===== config.mk =====
export PLATFORM = sky130hd
export DESIGN_NAME = nearest_neighbor_scale_address
export DESIGN_NICKNAME = d
export VERILOG_FILES = /design/src/hdl/nnsa_pkg.sv /design/src/hdl/nearest_neighbor_scale_address.sv
export SDC_FILE = /design/constraint.sdc
export NUM_CORES = 2
export LEC_CHECK = 0
export ABC_AREA = 1
export BUFFER_PORTS_ARGS = -buffer_cell sky130_fd_sc_hd__buf_2
export CAP_MARGIN = 20
export CORE_MARGIN = 8
export CORE_UTILIZATION = 45
export CTS_CLUSTER_DIAMETER = 60
export CTS_CLUSTER_SIZE = 24
export DETAILED_ROUTE_END_ITERATION = 10
export PLACE_DENSITY_LB_ADDON = 0.12
export SYNTH_ARGS = -nofsm -noshare
export SYNTH_HDL_FRONTEND = slang
export SYNTH_SLANG_ARGS = --single-unit

===== constraint.sdc =====
create_clock -name clock -period 15.4 [get_ports clock]
set_input_delay 3.85 -clock clock [delete_from_list [all_inputs] [get_ports clock]]
set_output_delay 3.85 -clock clock [all_outputs]
set_load 0.01 [all_outputs]

===== src/hdl/nnsa_pkg.sv =====
`timescale 1ns / 1ps
`default_nettype none
// ----------------------------------------------------------------------------
// nnsa_pkg
// shared types, constants and helpers of the nearest-neighbor scaler address
// generator
// ----------------------------------------------------------------------------
package nnsa_pkg;

   localparam int MAX_DIM   = 4096;
   localparam int ADDR_BITS = 32;
   localparam int DIM_W     = $clog2(MAX_DIM) + 1;   // size register / effective size
   localparam int COORD_W   = 12;
   localparam int BPP_W     = 3;
   localparam int CSR_IDX_W = 3;
   localparam int CSR_DAT_W = 32;

   // configuration register indexes
   typedef enum logic [CSR_IDX_W-1:0] {
      CSR_SOURCE_WIDTH    = 3'd0,
      CSR_SOURCE_HEIGHT   = 3'd1,
      CSR_TARGET_WIDTH    = 3'd2,
      CSR_TARGET_HEIGHT   = 3'd3,
      CSR_BYTES_PER_PIXEL = 3'd4,
      CSR_SOURCE_BASE     = 3'd5,
      CSR_TARGET_BASE     = 3'd6
   } csr_index_type;

   typedef struct packed {
      logic [COORD_W-1:0] column;
      logic [COORD_W-1:0] line;
   } req_type;

   typedef struct packed {
      logic [ADDR_BITS-1:0] read_address;
      logic [ADDR_BITS-1:0] write_address;
      logic                 enlarging;
   } rsp_type;

   // zero reads as one, anything above the maximum reads as the maximum
   function automatic logic [DIM_W-1:0] eff_size(input logic [DIM_W-1:0] v);
      logic [DIM_W-1:0] r;
      r = v;
      if (v == '0) begin
         r = DIM_W'(1);
      end else if (v > DIM_W'(MAX_DIM)) begin
         r = DIM_W'(MAX_DIM);
      end
      return r;
   endfunction

endpackage : nnsa_pkg
`default_nettype wire


===== src/hdl/nearest_neighbor_scale_address.sv =====
`timescale 1ns / 1ps
`default_nettype none
// throughput: one request per cycle while rsp_stall stays low; seven register stages
//   (offset, multiply, two halves of the 12-step divider, clamp, index multiply,
//   address) each advance when empty or when the next stage moves, so a stalled
//   stage holds while empty stages fill
// reset: sizes and bytes_per_pixel return to 1, bases to 0, pipeline empties
// mixed scaling (one axis grows, the other shrinks) gives no result
// ----------------------------------------------------------------------------
// nearest_neighbor_scale_address
// centre-anchored nearest-neighbor scaler address generator: maps one pixel
// coordinate onto the other image and returns source and destination
// byte addresses
// ----------------------------------------------------------------------------
module nearest_neighbor_scale_address
   import nnsa_pkg::*;
(
   input  wire logic                 clock,
   input  wire logic                 reset,
   // request channel
   input  wire logic                 req_valid,
   output logic                      req_stall,
   input  wire req_type              req_data,
   // result channel
   output logic                      rsp_valid,
   input  wire logic                 rsp_stall,
   output rsp_type                   rsp_data,
   // configuration port
   input  wire logic                 csr_write,
   input  wire logic [CSR_IDX_W-1:0] csr_index,
   input  wire logic [CSR_DAT_W-1:0] csr_data
);

   localparam int NSTG  = 7;
   localparam int PROD_W = COORD_W + DIM_W;   // |offset| * size
   localparam int HALF_Q = COORD_W / 2;       // quotient bits per divider stage
   localparam int IDX_W  = 2 * COORD_W;       // row * width + column
   localparam int SCL_W  = IDX_W + BPP_W;

   // -------------------------------------------------------------------------
   // configuration registers
   // -------------------------------------------------------------------------
   logic [DIM_W-1:0]     src_w_ff, src_h_ff, dst_w_ff, dst_h_ff;
   logic [BPP_W-1:0]     bpp_ff;
   logic [ADDR_BITS-1:0] src_base_ff, dst_base_ff;

   always_ff @(posedge clock) begin
      if (reset) begin
         src_w_ff    <= DIM_W'(1);
         src_h_ff    <= DIM_W'(1);
         dst_w_ff    <= DIM_W'(1);
         dst_h_ff    <= DIM_W'(1);
         bpp_ff      <= BPP_W'(1);
         src_base_ff <= '0;
         dst_base_ff <= '0;
      end else if (csr_write) begin
         unique case (csr_index)
            CSR_SOURCE_WIDTH:    src_w_ff    <= csr_data[DIM_W-1:0];
            CSR_SOURCE_HEIGHT:   src_h_ff    <= csr_data[DIM_W-1:0];
            CSR_TARGET_WIDTH:    dst_w_ff    <= csr_data[DIM_W-1:0];
            CSR_TARGET_HEIGHT:   dst_h_ff    <= csr_data[DIM_W-1:0];
            CSR_BYTES_PER_PIXEL: bpp_ff      <= csr_data[BPP_W-1:0];
            CSR_SOURCE_BASE:     src_base_ff <= csr_data[ADDR_BITS-1:0];
            CSR_TARGET_BASE:     dst_base_ff <= csr_data[ADDR_BITS-1:0];
            default: ;   // writes beyond the register list are dropped
         endcase
      end
   end

   // effective sizes, lane 0 is the horizontal axis, lane 1 the vertical one
   // users change config only while the pipeline is empty; the block does not check
   logic [DIM_W-1:0] eff_src [2];
   logic [DIM_W-1:0] eff_dst [2];
   logic             mode_shrink, mode_enlarge;

   always_comb begin
      eff_src[0]   = eff_size(src_w_ff);
      eff_src[1]   = eff_size(src_h_ff);
      eff_dst[0]   = eff_size(dst_w_ff);
      eff_dst[1]   = eff_size(dst_h_ff);
      mode_shrink  = (eff_dst[0] <= eff_src[0]) && (eff_dst[1] <= eff_src[1]);
      mode_enlarge = (eff_dst[0] >  eff_src[0]) && (eff_dst[1] >  eff_src[1]);
   end

   // one restoring division step: bring in one dividend bit, subtract if it fits
   function automatic logic [DIM_W:0] div_step(input logic [DIM_W-1:0] rem,
                                                input logic             din,
                                                input logic [DIM_W-1:0] dvs);
      logic [DIM_W:0] t;
      logic [DIM_W:0] d;
      t = {rem, din};
      d = t - {1'b0, dvs};
      if (t >= {1'b0, dvs}) begin
         return {1'b1, d[DIM_W-1:0]};
      end
      return {1'b0, t[DIM_W-1:0]};
   endfunction

   // -------------------------------------------------------------------------
   // stall chain: a stage moves when it is empty or the next one moves
   // -------------------------------------------------------------------------
   logic [NSTG:1] vld_ff;
   logic [NSTG:1] adv;
   logic          entry_valid;

   always_comb begin
      adv[NSTG] = !vld_ff[NSTG] || !rsp_stall;
      for (int k = NSTG - 1; k >= 1; k--) begin
         adv[k] = !vld_ff[k] || adv[k+1];
      end
      req_stall   = !adv[1];
      // mixed scaling requests are taken and dropped here
      entry_valid = req_valid && (mode_shrink || mode_enlarge);
   end

   always_ff @(posedge clock) begin
      if (reset) begin
         vld_ff <= '0;
      end else begin
         if (adv[1]) begin
            vld_ff[1] <= entry_valid;
         end
         for (int k = 2; k <= NSTG; k++) begin
            if (adv[k]) begin
               vld_ff[k] <= vld_ff[k-1];
            end
         end
      end
   end

   // -------------------------------------------------------------------------
   // stage 1: centre the mapped coordinate, split into sign and magnitude
   // -------------------------------------------------------------------------
   logic               enl1_in, enl1_ff;
   logic [COORD_W-1:0] raw1_in [2];
   logic [COORD_W-1:0] raw1_ff [2];
   logic               neg1_in [2];
   logic               neg1_ff [2];
   logic [COORD_W-1:0] mag1_in [2];
   logic [COORD_W-1:0] mag1_ff [2];

   always_comb begin
      logic [DIM_W-1:0]   own;
      logic [COORD_W+1:0] diff;
      logic [COORD_W+1:0] absd;
      enl1_in    = mode_enlarge;
      raw1_in[0] = req_data.column;
      raw1_in[1] = req_data.line;
      for (int l = 0; l < 2; l++) begin
         own  = mode_enlarge ? eff_dst[l] : eff_src[l];
         diff = {2'b00, raw1_in[l]} - {2'b00, own[DIM_W-1:1]};
         absd = diff[COORD_W+1] ? (~diff + 1'b1) : diff;
         neg1_in[l] = diff[COORD_W+1];
         mag1_in[l] = absd[COORD_W-1:0];
      end
   end

   // -------------------------------------------------------------------------
   // stage 2: scale the magnitude by the other size
   // -------------------------------------------------------------------------
   logic               enl2_ff;
   logic [COORD_W-1:0] raw2_ff [2];
   logic               neg2_ff [2];
   logic [PROD_W-1:0]  prod2_in [2];
   logic [PROD_W-1:0]  prod2_ff [2];

   always_comb begin
      logic [DIM_W-1:0] other;
      for (int l = 0; l < 2; l++) begin
         other       = enl1_ff ? eff_src[l] : eff_dst[l];
         prod2_in[l] = PROD_W'(mag1_ff[l]) * PROD_W'(other);
      end
   end

   // -------------------------------------------------------------------------
   // stages 3 and 4: divide by the own size, six quotient bits each
   // the other size never exceeds the own size, so the quotient fits a coordinate
   // -------------------------------------------------------------------------
   logic               enl3_ff;
   logic [COORD_W-1:0] raw3_ff [2];
   logic               neg3_ff [2];
   logic [DIM_W-1:0]   rem3_in [2];
   logic [DIM_W-1:0]   rem3_ff [2];
   logic [HALF_Q-1:0]  qhi3_in [2];
   logic [HALF_Q-1:0]  qhi3_ff [2];
   logic [HALF_Q-1:0]  low3_ff [2];

   always_comb begin
      logic [DIM_W-1:0] own;
      logic [DIM_W-1:0] rem;
      logic [DIM_W:0]   st;
      for (int l = 0; l < 2; l++) begin
         own = enl2_ff ? eff_dst[l] : eff_src[l];
         rem = prod2_ff[l][PROD_W-1:COORD_W];
         for (int b = 0; b < HALF_Q; b++) begin
            st = div_step(rem, prod2_ff[l][COORD_W-1-b], own);
            qhi3_in[l][HALF_Q-1-b] = st[DIM_W];
            rem = st[DIM_W-1:0];
         end
         rem3_in[l] = rem;
      end
   end

   logic               enl4_ff;
   logic [COORD_W-1:0] raw4_ff [2];
   logic               neg4_ff [2];
   logic [COORD_W-1:0] quo4_in [2];
   logic [COORD_W-1:0] quo4_ff [2];

   always_comb begin
      logic [DIM_W-1:0]  own;
      logic [DIM_W-1:0]  rem;
      logic [DIM_W:0]    st;
      logic [HALF_Q-1:0] qlo;
      for (int l = 0; l < 2; l++) begin
         own = enl3_ff ? eff_dst[l] : eff_src[l];
         rem = rem3_ff[l];
         qlo = '0;
         for (int b = 0; b < HALF_Q; b++) begin
            st = div_step(rem, low3_ff[l][HALF_Q-1-b], own);
            qlo[HALF_Q-1-b] = st[DIM_W];
            rem = st[DIM_W-1:0];
         end
         quo4_in[l] = {qhi3_ff[l], qlo};
      end
   end

   // -------------------------------------------------------------------------
   // stage 5: restore the sign, re-centre and clamp to the other image
   // -------------------------------------------------------------------------
   logic               enl5_ff;
   logic [COORD_W-1:0] raw5_ff [2];
   logic [COORD_W-1:0] map5_in [2];
   logic [COORD_W-1:0] map5_ff [2];

   always_comb begin
      logic [DIM_W-1:0]   other;
      logic [DIM_W-1:0]   top;
      logic [COORD_W+2:0] sq;
      logic [COORD_W+2:0] pos;
      for (int l = 0; l < 2; l++) begin
         other = enl4_ff ? eff_src[l] : eff_dst[l];
         top   = other - 1'b1;
         sq    = {3'b000, quo4_ff[l]};
         if (neg4_ff[l]) begin
            sq = ~sq + 1'b1;
         end
         pos = sq + {3'b000, other[DIM_W-1:1]};
         if (pos[COORD_W+2]) begin
            map5_in[l] = '0;                        // left of the image
         end else if (pos > {2'b00, top}) begin
            map5_in[l] = top[COORD_W-1:0];          // right of the image
         end else begin
            map5_in[l] = pos[COORD_W-1:0];
         end
      end
   end

   // -------------------------------------------------------------------------
   // stage 6: pixel indexes, row times width plus column
   // shrink reads the request position and writes the mapped one; enlarge swaps
   // -------------------------------------------------------------------------
   logic             enl6_ff;
   logic [IDX_W-1:0] ridx6_in, ridx6_ff;
   logic [IDX_W-1:0] widx6_in, widx6_ff;

   always_comb begin
      logic [COORD_W-1:0] rcol, rrow, wcol, wrow;
      logic [IDX_W:0]     rsum, wsum;
      rcol = enl5_ff ? map5_ff[0] : raw5_ff[0];
      rrow = enl5_ff ? map5_ff[1] : raw5_ff[1];
      wcol = enl5_ff ? raw5_ff[0] : map5_ff[0];
      wrow = enl5_ff ? raw5_ff[1] : map5_ff[1];
      rsum = (IDX_W+1)'(rrow) * (IDX_W+1)'(eff_src[0]) + (IDX_W+1)'(rcol);
      wsum = (IDX_W+1)'(wrow) * (IDX_W+1)'(eff_dst[0]) + (IDX_W+1)'(wcol);
      ridx6_in = rsum[IDX_W-1:0];
      widx6_in = wsum[IDX_W-1:0];
   end

   // -------------------------------------------------------------------------
   // stage 7: byte addresses, wrapping at the address width; output register
   // -------------------------------------------------------------------------
   rsp_type rsp7_in, rsp7_ff;

   always_comb begin
      logic [SCL_W-1:0] rscl, wscl;
      rscl = SCL_W'(ridx6_ff) * SCL_W'(bpp_ff);
      wscl = SCL_W'(widx6_ff) * SCL_W'(bpp_ff);
      rsp7_in.read_address  = src_base_ff + ADDR_BITS'(rscl);
      rsp7_in.write_address = dst_base_ff + ADDR_BITS'(wscl);
      rsp7_in.enlarging     = enl6_ff;
   end

   // -------------------------------------------------------------------------
   // payload registers, loaded whenever their stage moves
   // -------------------------------------------------------------------------
   always_ff @(posedge clock) begin
      if (adv[1]) begin
         enl1_ff <= enl1_in;
         raw1_ff <= raw1_in;
         neg1_ff <= neg1_in;
         mag1_ff <= mag1_in;
      end
      if (adv[2]) begin
         enl2_ff  <= enl1_ff;
         raw2_ff  <= raw1_ff;
         neg2_ff  <= neg1_ff;
         prod2_ff <= prod2_in;
      end
      if (adv[3]) begin
         enl3_ff <= enl2_ff;
         raw3_ff <= raw2_ff;
         neg3_ff <= neg2_ff;
         rem3_ff <= rem3_in;
         qhi3_ff <= qhi3_in;
         for (int l = 0; l < 2; l++) begin
            low3_ff[l] <= prod2_ff[l][HALF_Q-1:0];
         end
      end
      if (adv[4]) begin
         enl4_ff <= enl3_ff;
         raw4_ff <= raw3_ff;
         neg4_ff <= neg3_ff;
         quo4_ff <= quo4_in;
      end
      if (adv[5]) begin
         enl5_ff <= enl4_ff;
         raw5_ff <= raw4_ff;
         map5_ff <= map5_in;
      end
      if (adv[6]) begin
         enl6_ff  <= enl5_ff;
         ridx6_ff <= ridx6_in;
         widx6_ff <= widx6_in;
      end
      if (adv[7]) begin
         rsp7_ff <= rsp7_in;
      end
   end

   assign rsp_valid = vld_ff[NSTG];
   assign rsp_data  = rsp7_ff;

endmodule : nearest_neighbor_scale_address
`default_nettype wire

==> impl_metrics.toml <==
[synthesis]
dominantRegCellSynth = "sky130_fd_sc_hd__edfxtp_1"
syn_area_um2 = 63900
syn_area_per_cell_um2 = 8.18
yosysUniqueCellTypes = 66
post_synth_xor_area_fraction = 0.0651
netlist_top_cells_area = "sky130_fd_sc_hd__edfxtp_1 (20%), sky130_fd_sc_hd__fa_1 (18%), sky130_fd_sc_hd__ha_1 (14%)"
combinational_family_with_the_most_area_after_synthesis = "adder cells"
synth_top_area_share = 0.197
ys_warn_count = 0
synth_seq_area_share = 0.236
synth-edff-count = 419
synth-simple-area-share = 0.169
synth.area.mux_share = 0
post_synthesis_cell_count = 7811
ys_seq_elements = 545
synth_compound_area_frac = 0.116
synth_area_leader_cell = "sky130_fd_sc_hd__edfxtp_1"
ys_async_sr_fraction = 0
synthesis.nets = 9187
synth_adder_area_share = 0.325

[floorplan]
fp.dieW_um = 393
pin_count = 131
floorplan.initialDensity = 0.452
y_dimension_of_the_die_um = 393
fp.dieArea_um2 = 154000
core-area_um2 = 141000
placement_rows = 138

[global_routing]
vias_in_the_first_global_route = 52200
number_of_antenna_violations_at_the_first_check_in_global_routing = 4
grtUsageTotal = 0.242
grt_start_max_net_pins = 98
gr-total-overflow = 0
grt_first_pass_wirelength_um = 293000

[clock_tree]
clk-insertion-delay-late_ns = 0.69
cts.root.buffer_cell = "sky130_fd_sc_hd__clkbuf_16"
cts-root-to-sink-buffers = 3
tritoncts_num_sinks = 545
cts.clk_slew.worst_paths_ns = 0.07
cts-htree-levels = 3
clock_tree_from_tritoncts = "yes"
cts_buffers = 71

[placed_design]
port-buffer-count = 130
gp_routability_congestion = 0.954
place_hpwl_um = 153000

[worst_setup_path]
critical_path.max_stage_delay_ns = 0.49
worst-r2r-cell-count = 75
critical_path.n_buffers_inverters = 11
critical-path-slowest-cell = "sky130_fd_sc_hd__fa_1"
worst_setup_path_start_kind = "register"
worstReg2RegEnd = "rem3_ff[0]$_DFFE_PP_"
path_delay_family = "compound AO/OA/AOI/OAI gates"
critical_path_class = "register to register"
setup.worst_path.end_class = "register"
timing.critical_path.mode_cell = "sky130_fd_sc_hd__nand2_1"
data_arrival_critical_path_ns = 14.80
required_ns = 15.80
worst_r2r_src = "dst_h_ff[0]$_SDFFE_PP1P_"
critPathMaxFanout = 20
r2r_slack_ns = 1.0

[hold_path]
worstHoldEndpoint = "raw3_ff[18]$_DFFE_PP_"
worst_hold_path_cell_count = 0
worst_hold_path_type = "register to register"
hold_path_start = "raw2_ff[18]$_DFFE_PP_"

[cells_and_area]
fraction_of_final_layout_cells_with_drive_strength_greater_than_1 = 0.0727
n_fill_cell = 13800
area_growth_pct = 9.89
finalNetCount = 9380

[sta]
worst_hold_slack_ns = 0.386
min_period_over_period = 0.935
total_of_endpoints_with_negative_setup_slack_in_the_final_report = 0
timing.clock.skew_ns = 0.0407
max_freq_mhz = 69.4
slew_headroom = 0.199
final_max_slew_viol_count = 0
period_needed_ns = 14.40
worstMarginPinSlew_ns = 1.19
timing.final.hold_violations = 0

[drt]
ant_nets = 0
vias_per_cell = 5.24
routed_wire_length_per_instance_um = 19.0
detail_route.iter0.violations = 3599
route.vias.total = 52100
drc = 0
drt-pass1-iter-count = 6
postRouteWirelength_um = 189000

[status]
status = "completed"

[run]
max_cap_violations = 0
-- per-layer routing --
metal / vias up / part of all wire / wire length [um] / global-route usage
li1: 25600 / - / - / -
met4: 2 / 0.034 / 6430 / 0.0807
met1: 24800 / 0.45 / 85100 / 0.331
met3: 304 / 0.060 / 11400 / 0.0297
met5: - / 0.000042 / 8 / 0
met2: 1406 / 0.45 / 85800 / 0.399
-- cells in the mapped netlist (all sizes together) (2+ instances only) --
| master | count |
|---|---|
| edfxtp | 419 |
| xnor2 | 138 |
| xor2 | 337 |
| clkbuf | 179 |
| nand2 | 1627 |
| o21ai | 583 |
| nor3 | 33 |
| a21boi | 6 |
| o211ai | 28 |
| and2 | 14 |
| nor3b | 5 |
| a21oi | 540 |
| inv | 1266 |
| fa | 580 |
| nor4b | 2 |
| nand4 | 47 |
| a21o | 30 |
| or2 | 11 |
| a221o | 6 |
| nand3b | 10 |
| nor2 | 655 |
| o31ai | 8 |
| o21bai | 55 |
| a221oi | 5 |
| dfxtp | 126 |
| nor4 | 13 |
| o41ai | 3 |
| o21a | 24 |
| o2111ai | 13 |
| buf | 27 |
| a31oi | 12 |
| ha | 732 |
| o221ai | 21 |
| a211oi | 10 |
| o22ai | 3 |
| clkinv | 23 |
| nand3 | 214 |
-- per-stage QoR --
stage	std cells	util	setup TNS (ns)	instance area [um2]	setup WS, ns
2_1_floorplan	7811	-	0	63900	0.393
3_3_place_gp	9807	0.478	-0.225	67500	-0.0650
3_5_place_dp	9807	0.478	-2.18	67500	-0.232
4_1_cts	9939	0.495	0	70000	0.0886
5_1_grt	9953	0.497	-0.323	70200	-0.0796
6_report	9955	0.497	0	70200	1.00
-- layout by cell type (no fill, tap or decap), types with 72 or more instances in the layout --
cell and instances:
sky130_fd_sc_hd__nand2_1 1589, sky130_fd_sc_hd__inv_1 1237, sky130_fd_sc_hd__ha_1 731, sky130_fd_sc_hd__nor2_1 641, sky130_fd_sc_hd__fa_1 580, sky130_fd_sc_hd__a21oi_1 528, sky130_fd_sc_hd__o21ai_0 520, sky130_fd_sc_hd__edfxtp_1 419
sky130_fd_sc_hd__xor2_1 337, sky130_fd_sc_hd__nand3_1 200, sky130_fd_sc_hd__buf_4 190, sky130_fd_sc_hd__xnor2_1 138, sky130_fd_sc_hd__buf_2 130, sky130_fd_sc_hd__dfxtp_1 126, sky130_fd_sc_hd__clkbuf_16 72
-- cell type report --
type / count / area, um2 / share of cell area
Clock inverter: 56 / 639 / 0.00910
Tap cell: 1890 / 2360 / 0.0337
Timing Repair inverter: 2 / 15.0 / 0.000214
Clock buffer: 76 / 1840 / 0.0262
Multi-Input combinational cell: 5771 / 43300 / 0.616
Sequential cell: 545 / 15100 / 0.215
Antenna cell: 2 / 5.00 / 0.0000713
Inverter: 1289 / 4870 / 0.0694
Timing Repair Buffer: 324 / 2140 / 0.0304
-- worst max path at each step --
stage                                  start                   end  slack [ns]  cells past startpoint
global route        dst_h_ff[0]$_SDFFE_PP1P_  rem3_ff[7]$_DFFE_PP_       -0.08                     84
global placement    dst_h_ff[0]$_SDFFE_PP1P_  rem3_ff[0]$_DFFE_PP_       -0.07                     77
finish              dst_h_ff[0]$_SDFFE_PP1P_  rem3_ff[0]$_DFFE_PP_         1.0                     75
floorplan                          rsp_stall             req_stall        0.39                     12
detailed placement  dst_h_ff[0]$_SDFFE_PP1P_  rem3_ff[0]$_DFFE_PP_       -0.23                     77
CTS                 dst_h_ff[0]$_SDFFE_PP1P_  rem3_ff[0]$_DFFE_PP_        0.09                     77
-- cell families (layout without fill, tap and decap cells) --
group | count (synthesis) | after routing
compound gates | 1351 | 1351
flops | 545 | 545
simple gates | 2633 | 2633
fa+ha+maj | 1312 | 1312
buf+inv | 1495 | 1747
xor+xnor | 475 | 475
other cells | 0 | 2
-- flip-flops by register name, summed over array words and instances, names as in the netlist, 7 cells and up --
register	cells
rem3_ff	26
qhi3_ff	12
src_w_ff	13
dst_w_ff	13
raw3_ff	24
mag1_ff	24
dst_base_ff	32
rsp_data	65
prod2_ff	50
raw1_ff	24
quo4_ff	24
ridx6_ff	24
src_h_ff	13
low3_ff	12
map5_ff	24
raw2_ff	24
widx6_ff	24
raw5_ff	24
src_base_ff	32
dst_h_ff	13
vld_ff	7
raw4_ff	24
-- timing repair --
| item | CTS | global route |
|---|---|---|
| pin swaps | 0 | 5 |
| gates resized for setup | 8 | 62 |
| hold endpoints to repair | 0 | 0 |
| cloned | 0 | 2 |
| setup endpoints to repair | 14 | 29 |
| setup buffers | 0 | 11 |
| hold buffers | 0 | 0 |
Power is not shown: default switching activity piles up to over one toggle a cycle in this logic, so the estimate is an artifact.
